**src/design/acep_pkg.sv**
```systemverilog
// ----------------------------------------------------------------------------
// acep_pkg
// Shared types and constants for the ANSI colour escape parser.
// ----------------------------------------------------------------------------
package acep_pkg;

	localparam logic [7:0] BYTE_ESC   = 8'h1b;
	localparam logic [7:0] BYTE_BS    = 8'h08;
	localparam logic [7:0] BYTE_NL    = 8'h0a;
	localparam logic [7:0] BYTE_LEFTB = 8'h5b;
	localparam logic [7:0] BYTE_SEMI  = 8'h3b;
	localparam logic [7:0] BYTE_ZERO  = 8'h30;
	localparam logic [7:0] BYTE_ONE   = 8'h31;
	localparam logic [7:0] BYTE_THREE = 8'h33;
	localparam logic [7:0] BYTE_FOUR  = 8'h34;
	localparam logic [4:0] DIGIT_HI   = 5'b00110;
	localparam logic [7:0] ATTR_RESET = 8'h0f;
	localparam logic [7:0] ATTR_CLEAR = 8'h00;

	typedef enum logic [1:0] {
		ACT_PUT       = 2'd0,
		ACT_BACKSPACE = 2'd1,
		ACT_NEWLINE   = 2'd2
	} action_t;

	typedef enum logic [7:0] {
		ST_IDLE  = 8'b0000_0001,
		ST_BEGIN = 8'b0000_0010,
		ST_LEFTB = 8'b0000_0100,
		ST_END   = 8'b0000_1000,
		ST_COLOR = 8'b0001_0000,
		ST_SEMIC = 8'b0010_0000,
		ST_FGBG  = 8'b0100_0000,
		ST_CODE  = 8'b1000_0000
	} parse_state_t;

	typedef enum logic [1:0] {
		TGT_NONE = 2'd0,
		TGT_FG   = 2'd1,
		TGT_BG   = 2'd2
	} target_t;

	typedef struct packed {
		logic        has_res;
		action_t     action;
		logic [15:0] cell_word;
	} acep_res_t;

endpackage

```
**src/design/acep_parser.sv**
```systemverilog
// ----------------------------------------------------------------------------
// acep_parser
// Escape sequence state machine and colour attribute; decodes one byte per
// fire and returns the optional result.
// ----------------------------------------------------------------------------
module acep_parser (
	input  logic               clk,
	input  logic               arst_n,
	input  logic               fire,
	input  logic [7:0]         char_byte,
	output acep_pkg::acep_res_t res
);
	import acep_pkg::*;

	parse_state_t state_q, state_d;
	logic [7:0]   attr_q, attr_d;
	target_t      target_q, target_d;
	logic         is_digit;

	assign is_digit = (char_byte[7:3] == DIGIT_HI);

	always_comb begin
		state_d       = ST_IDLE;
		attr_d        = attr_q;
		target_d      = target_q;
		res.has_res   = 1'b0;
		res.action    = ACT_PUT;
		res.cell_word = 16'h0000;
		unique case (state_q)
			ST_BEGIN: begin
				if (char_byte == BYTE_LEFTB)
					state_d = ST_LEFTB;
			end
			ST_LEFTB: begin
				if (char_byte == BYTE_ONE) begin
					state_d = ST_COLOR;
				end else if (char_byte == BYTE_ZERO) begin
					attr_d  = ATTR_CLEAR;
					state_d = ST_END;
				end
			end
			ST_COLOR: begin
				if (char_byte == BYTE_SEMI)
					state_d = ST_SEMIC;
			end
			ST_SEMIC: begin
				if (char_byte == BYTE_THREE) begin
					target_d = TGT_FG;
					state_d  = ST_FGBG;
				end else if (char_byte == BYTE_FOUR) begin
					target_d = TGT_BG;
					state_d  = ST_FGBG;
				end
			end
			ST_FGBG: begin
				if (is_digit) begin
					state_d = ST_CODE;
					if (target_q == TGT_FG)
						attr_d = {attr_q[7:4], 1'b1, char_byte[2:0]};
					else
						attr_d = {1'b1, char_byte[2:0], attr_q[3:0]};
				end
			end
			ST_END, ST_CODE: begin
				state_d = ST_IDLE;
			end
			ST_IDLE: begin
				if (char_byte == BYTE_BS) begin
					res.has_res = 1'b1;
					res.action  = ACT_BACKSPACE;
				end else if (char_byte == BYTE_NL) begin
					res.has_res = 1'b1;
					res.action  = ACT_NEWLINE;
				end else if (char_byte == BYTE_ESC) begin
					state_d  = ST_BEGIN;
					target_d = TGT_NONE;
				end else begin
					res.has_res   = 1'b1;
					res.cell_word = {attr_q, char_byte};
				end
			end
			default: begin
				state_d = ST_IDLE;
			end
		endcase
	end

	always_ff @(posedge clk or negedge arst_n) begin
		if (!arst_n) begin
			state_q  <= ST_IDLE;
			attr_q   <= ATTR_RESET;
			target_q <= TGT_NONE;
		end else if (fire) begin
			state_q  <= state_d;
			attr_q   <= attr_d;
			target_q <= target_d;
		end
	end

	a_res_only_idle: assert property (@(posedge clk) disable iff (!arst_n)
		res.has_res |-> state_q == ST_IDLE)
		else $error("result outside idle");

	a_cmd_word_zero: assert property (@(posedge clk) disable iff (!arst_n)
		(res.has_res && res.action != ACT_PUT) |-> res.cell_word == 16'h0000)
		else $error("command with nonzero word");

	a_hold_no_fire: assert property (@(posedge clk) disable iff (!arst_n)
		!fire |=> $stable(state_q) && $stable(attr_q))
		else $error("parser state moved without a byte");

endmodule

```
**src/design/ansi_color_escape_parser.sv**
```systemverilog
// ----------------------------------------------------------------------------
// ansi_color_escape_parser
// Text console front end: parses colour escape sequences and turns printable
// bytes into attributed cell words.
// ----------------------------------------------------------------------------
// Takes one byte per clock and gives one result per clock while the output is
// not stalled. A byte is held in the input register, is decoded by the parser
// state machine and its result lands in the output register. Bytes inside an
// escape sequence give no result. The output register parts the two sides: a
// new byte is still taken while a result waits, and input stalls only when
// both the input and output registers are full and the output is stalled.
module ansi_color_escape_parser (
	input  logic                  clk,
	input  logic                  arst_n,
	input  logic                  in_valid,
	output logic                  in_stall,
	input  logic [7:0]            char_byte,
	output logic                  out_valid,
	input  logic                  out_stall,
	output logic [1:0]            action,
	output logic [15:0]           cell_word
);
	import acep_pkg::*;

	logic      valid_s1;
	logic [7:0] byte_s1;
	logic      adv;
	acep_res_t res;
	logic      out_valid_q;
	logic [1:0] action_q;
	logic [15:0] cell_word_q;

	assign adv      = valid_s1 && !(out_valid_q && out_stall);
	assign in_stall = valid_s1 && !adv;

	always_ff @(posedge clk or negedge arst_n) begin
		if (!arst_n) begin
			valid_s1 <= 1'b0;
		end else if (!in_stall) begin
			valid_s1 <= in_valid;
		end
	end

	always_ff @(posedge clk) begin
		if (!in_stall && in_valid)
			byte_s1 <= char_byte;
	end

	acep_parser u_parser (
		.clk       (clk),
		.arst_n    (arst_n),
		.fire      (adv),
		.char_byte (byte_s1),
		.res       (res)
	);

	always_ff @(posedge clk or negedge arst_n) begin
		if (!arst_n) begin
			out_valid_q <= 1'b0;
		end else if (!(out_valid_q && out_stall)) begin
			out_valid_q <= adv && res.has_res;
		end
	end

	always_ff @(posedge clk) begin
		if (adv && res.has_res) begin
			action_q    <= res.action;
			cell_word_q <= res.cell_word;
		end
	end

	assign out_valid = out_valid_q;
	assign action    = action_q;
	assign cell_word = cell_word_q;

	a_stall_cause: assert property (@(posedge clk) disable iff (!arst_n)
		in_stall |-> valid_s1 && out_valid_q && out_stall)
		else $error("input stalled without output back-pressure");

	a_s1_holds: assert property (@(posedge clk) disable iff (!arst_n)
		(valid_s1 && !adv) |=> valid_s1 && $stable(byte_s1))
		else $error("held byte lost or changed");

	a_result_follows: assert property (@(posedge clk) disable iff (!arst_n)
		(adv && res.has_res) |=> out_valid_q)
		else $error("decoded result not registered");

endmodule
```
**config.mk**
```make
export PLATFORM = sky130hd
export DESIGN_NAME = ansi_color_escape_parser
export DESIGN_NICKNAME = d
export VERILOG_FILES = /design/src/design/acep_pkg.sv /design/src/design/acep_parser.sv /design/src/design/ansi_color_escape_parser.sv
export SDC_FILE = /design/constraint.sdc
export NUM_CORES = 1
export LEC_CHECK = 0
export BUFFER_PORTS_ARGS = -buffer_cell sky130_fd_sc_hd__buf_2
export CORE_MARGIN = 8
export CORE_UTILIZATION = 60
export DETAILED_ROUTE_END_ITERATION = 12
export GPL_TIMING_DRIVEN = 0
export PLACE_DENSITY = 0.85
export SYNTH_ARGS = -nofsm -noshare
export SYNTH_HDL_FRONTEND = slang
export SYNTH_HIERARCHICAL = 1
export SYNTH_SLANG_ARGS = --single-unit
```
**constraint.sdc**
```tcl
create_clock -name clk -period 5.2 [get_ports clk]
set_clock_uncertainty 0.05 [all_clocks]
set_input_delay 1.3 -clock clk [delete_from_list [all_inputs] [get_ports clk]]
set_output_delay 1.3 -clock clk [all_outputs]
set_load 0.02 [all_outputs]
```
==> key figures <==
Detailed routing
  • WL per Instance: roughly 16 um
  • Via density per instance: about 5.7
  • Detailed Route Iter0 Violations: 184
  • Post-route DRC violation count: 0
  • Routed WL: 4460 um
  • Drt pass-1 iters: 4
  • Final ANT Viol Nets: 0
  • Vias post-DR: 1,620

Logic synthesis
  • Cell area after synthesis: around 0.0022 mm^2
  • Synth area leader: edfxtp_1
  • Avg Cell Area, Syn: between 10 and 15 um^2
  • Yosys top cell area share: about a third
  • Dominant cells by area after synthesis: edfxtp_1 35%, dfrtp_1 17%, dfstp_2 5.9%, and2_1 5.4%, o21ai_1 3.6%
  • Number of synthesis warnings: 6
  • Number of flops mapped to enable cells by yosys: 26
  • Async set-or-reset flop fraction in the synthesized netlist: between 40 and 50%
  • Register bit total from synthesis: 46
  • Unique masters post-synth: 46
  • Syn nets: ~210
  • Ys flop type: edfxtp_1
  • Syn Inst Count: between 150 and 200
  • Post-synthesis sequential area ratio: between 50% and 60%

Power
  • PD cells: between 300 and 400 mW/mm^2
  • Register share of total power: a little over half
  • Switching Fraction: 29.9%
  • Clk network pwr share: 25.0%
  • Psw: roughly 0.25 mW
  • Cell-internal power: 0.582 mW
  • Max IR drop VDD: between 0.2 and 0.25 mV
  • Combinational fraction of design power: 20.1%
  • LEAKAGE: a little under 1 nW

Global route
  • Tot GR Track Use: 15.8%
  • Initial antenna violation count: 0
  • M1 GR Usage: roughly a fifth
  • GR Layer Usage met3: around 5.8%
  • GRT busiest layer: met2
  • Via count of the first global-routing pass: roughly 1,500
  • Global-route wire length before repair: about 7600 um
  • GRT overflow: 0
  • Largest net degree at the start of global routing: 21
  • Global Route met2 Usage: ~25%

Setup path
  • CP Class: input pin to output port
  • WP data arrival: about 1.7 ns
  • Slowest CP cell: buf_2
  • CP cell instances: buf_2, nand3_2, inv_1, buf_2
  • End of the critical path: in_stall
  • Slowest stage delay, CP: around 0.16 ns
  • Critical Path RT: roughly 3.9 ns
  • Most used cell along the critical path: buf_2
  • Critical Path End Type: output port
  • Reg2Reg Launch Point: u_parser/state_q[2]
  • Buf/Inv on CP: 3
  • Startpoint Class: input pin
  • R2R cell count: 6
  • R2r setup slk: approximately 2.6 ns
  • Top delay family on crit path: buffers and inverters
  • Cell depth of the worst setup path: 4
  • CP Launch Point: out_stall
  • Reg-to-Reg End: cell_word[10]
  • Crit Path Max Fanout: 3

Floorplanning
  • Starting Density: between 60 and 70%
  • Die W: 76.8 um
  • Die Ht: approximately 77 um
  • I/O pin count: 32
  • DIE AREA: 0.00590 mm^2
  • Core area: ~0.0036 mm^2
  • Num rows: 22

Clocking
  • Max H-tree Level: 2
  • Root Driver: clkbuf_8
  • Post-CTS Setup Repair Bufs: 0
  • Post-CTS sizing: 0
  • Worst skew pair latency: roughly 0.30 ns
  • Clock slew at reported path FFs: roughly 0.080 ns
  • CTS Buf Count: 5
  • Longest Clk Path Bufs: 2
  • Clock Sinks: 46
  • TritonCTS clock tree: built
  • Post-CTS Hold Fix Bufs: 0

Timing
  • Slew Viols, Final: 0
  • Final hold vios: 0
  • Unrepaired setup endpoints after global routing: no
  • Hold WS: 0.428 ns
  • Least-Margin Pin Slew: 0.934 ns
  • Ratio of final minimum period to clock period: between 50% and 60%
  • Max Clock Freq: ~320 MHz
  • Setup TNS: 0 ns
  • Setup violators final: 0
  • Max-slew headroom: a little under two fifths
  • Minimum clock period: just over 3 ns

Worst hold path
  • Worst Hold Depth: 2
  • Hold Crit Class: register to register

Placement
  • RD Place Congestion: just over 0.9
  • Port Buf Inserts: 31
  • DP HPWL: 3200 um

Finish
  • Synthesis-to-layout area growth: 13.6%
  • Filler cell count: ~290
  • Leading cell type in the layout, fill and taps excluded: buf_2
  • Most frequent cells in the layout: 33 x buf_2, 26 x edfxtp_1, 19 x and2_1, 16 x o21ai_1, 15 x dfrtp_1
  • Ratio of cells with drive above 1 in the final layout: around a quarter
  • Antenna diodes: 0
  • Nets: 245

Run
  • Maxcap violations: 0

Run status
  • Status: finished clean
==> state kept, by name, summed over array words and instances (netlist names) <==
register           flops
action                 2
byte_s1                8
cell_word             16
out_valid              1
u_parser/attr_q        8
u_parser/state_q       8
u_parser/target_q      2
valid_s1               1
==> worst min-delay path by stage <==
stage / endpoint / startpoint / slack, ns
5_1_grt: u_parser/attr_q[3] / u_parser/attr_q[3] / 0.46
3_5_place_dp: u_parser/attr_q[2] / u_parser/attr_q[2] / 0.42
2_1_floorplan: u_parser/attr_q[3] / u_parser/attr_q[3] / 0.40
6_report: u_parser/attr_q[2] / u_parser/attr_q[2] / 0.43
4_1_cts: u_parser/attr_q[1] / u_parser/attr_q[1] / 0.43
3_3_place_gp: u_parser/attr_q[3] / u_parser/attr_q[3] / 0.41
==> metal layers <==
| layer | vias to the layer above | wire length, um | part of all wire [%] |
|---|---|---|---|
| li1 | 787 | - | - |
| met1 | 782 | 1930 | 43 |
| met2 | 43 | 2190 | 49 |
| met3 | 8 | 275 | 6.2 |
| met4 | 0 | 63 | 1.4 |
| met5 | - | 0 | 0 |
==> final cells by class <==
cell class                      count  area (um^2)  share of cell area, %
Buffer                              7         51.3                   2.04
Timing Repair Buffer               31          155                   6.16
Clock inverter                      2         10.0                  0.397
Clock buffer                        6         72.6                   2.88
Inverter                           10         37.5                   1.49
Sequential cell                    46         1290                   51.1
Multi-Input combinational cell    132          846                   33.6
Tap cell                           48         60.1                   2.38
==> synthesized netlist by cell type (all sizes together), types with 3 or more instances <==
cell type and instances:
edfxtp 26, nor2b 3, nor3 4, o21ai 23, dfrtp 15, inv 10
nand3 7, nand2b 4, buf 7, nor2 13, a22oi 6, nand2 14
and2 19, dfstp 5, nand4 6, and3 4, nor4 4
==> worst reg2reg max path: stages, from the launching register on <==
cell	delay, ns
dfrtp_1	0.37
buf_6	0.14
nor4_1	0.37
nand3_1	0.20
nor2_1	0.23
nand2_1	0.13
a21oi_2	0.70
==> logic make-up (layout without fill, tap and decap cells) <==
kind of cell | count (synthesis) | in the layout | synth area share (%)
AND/OR/NAND/NOR | 89 | 89 | 25.7
AO/OA/AOI/OAI | 42 | 42 | 11.8
buffers and inverters | 17 | 56 | 4.00
XOR/XNOR | 1 | 1 | 0.395
flip-flops | 46 | 46 | 58.0
==> stage by stage <==
step / cells / setup slack (ns) / power [mW] / utilization [%] / instance area, um^2
final: 282 / 2.11 / 0.830 / 69.9 / 2520
after detailed placement: 274 / 2.10 / 0.632 / 67.6 / 2440
after global routing: 282 / 2.06 / 0.869 / 69.9 / 2520
after floorplan: 195 / 2.33 / 0.572 / - / 2220
after CTS: 282 / 2.10 / 0.833 / 69.9 / 2520
after global placement: 274 / 2.13 / 0.626 / 67.5 / 2430
==> power by group through the flow <==
stage,logic (mW),registers [mW],clock network (mW)
4_1_cts,0.169,0.455,0.209
3_5_place_dp,0.168,0.463,0
2_1_floorplan,0.0738,0.498,0
3_3_place_gp,0.164,0.462,0
5_1_grt,0.185,0.459,0.225
6_report,0.167,0.455,0.208
Power figures use the tool's default switching activity.
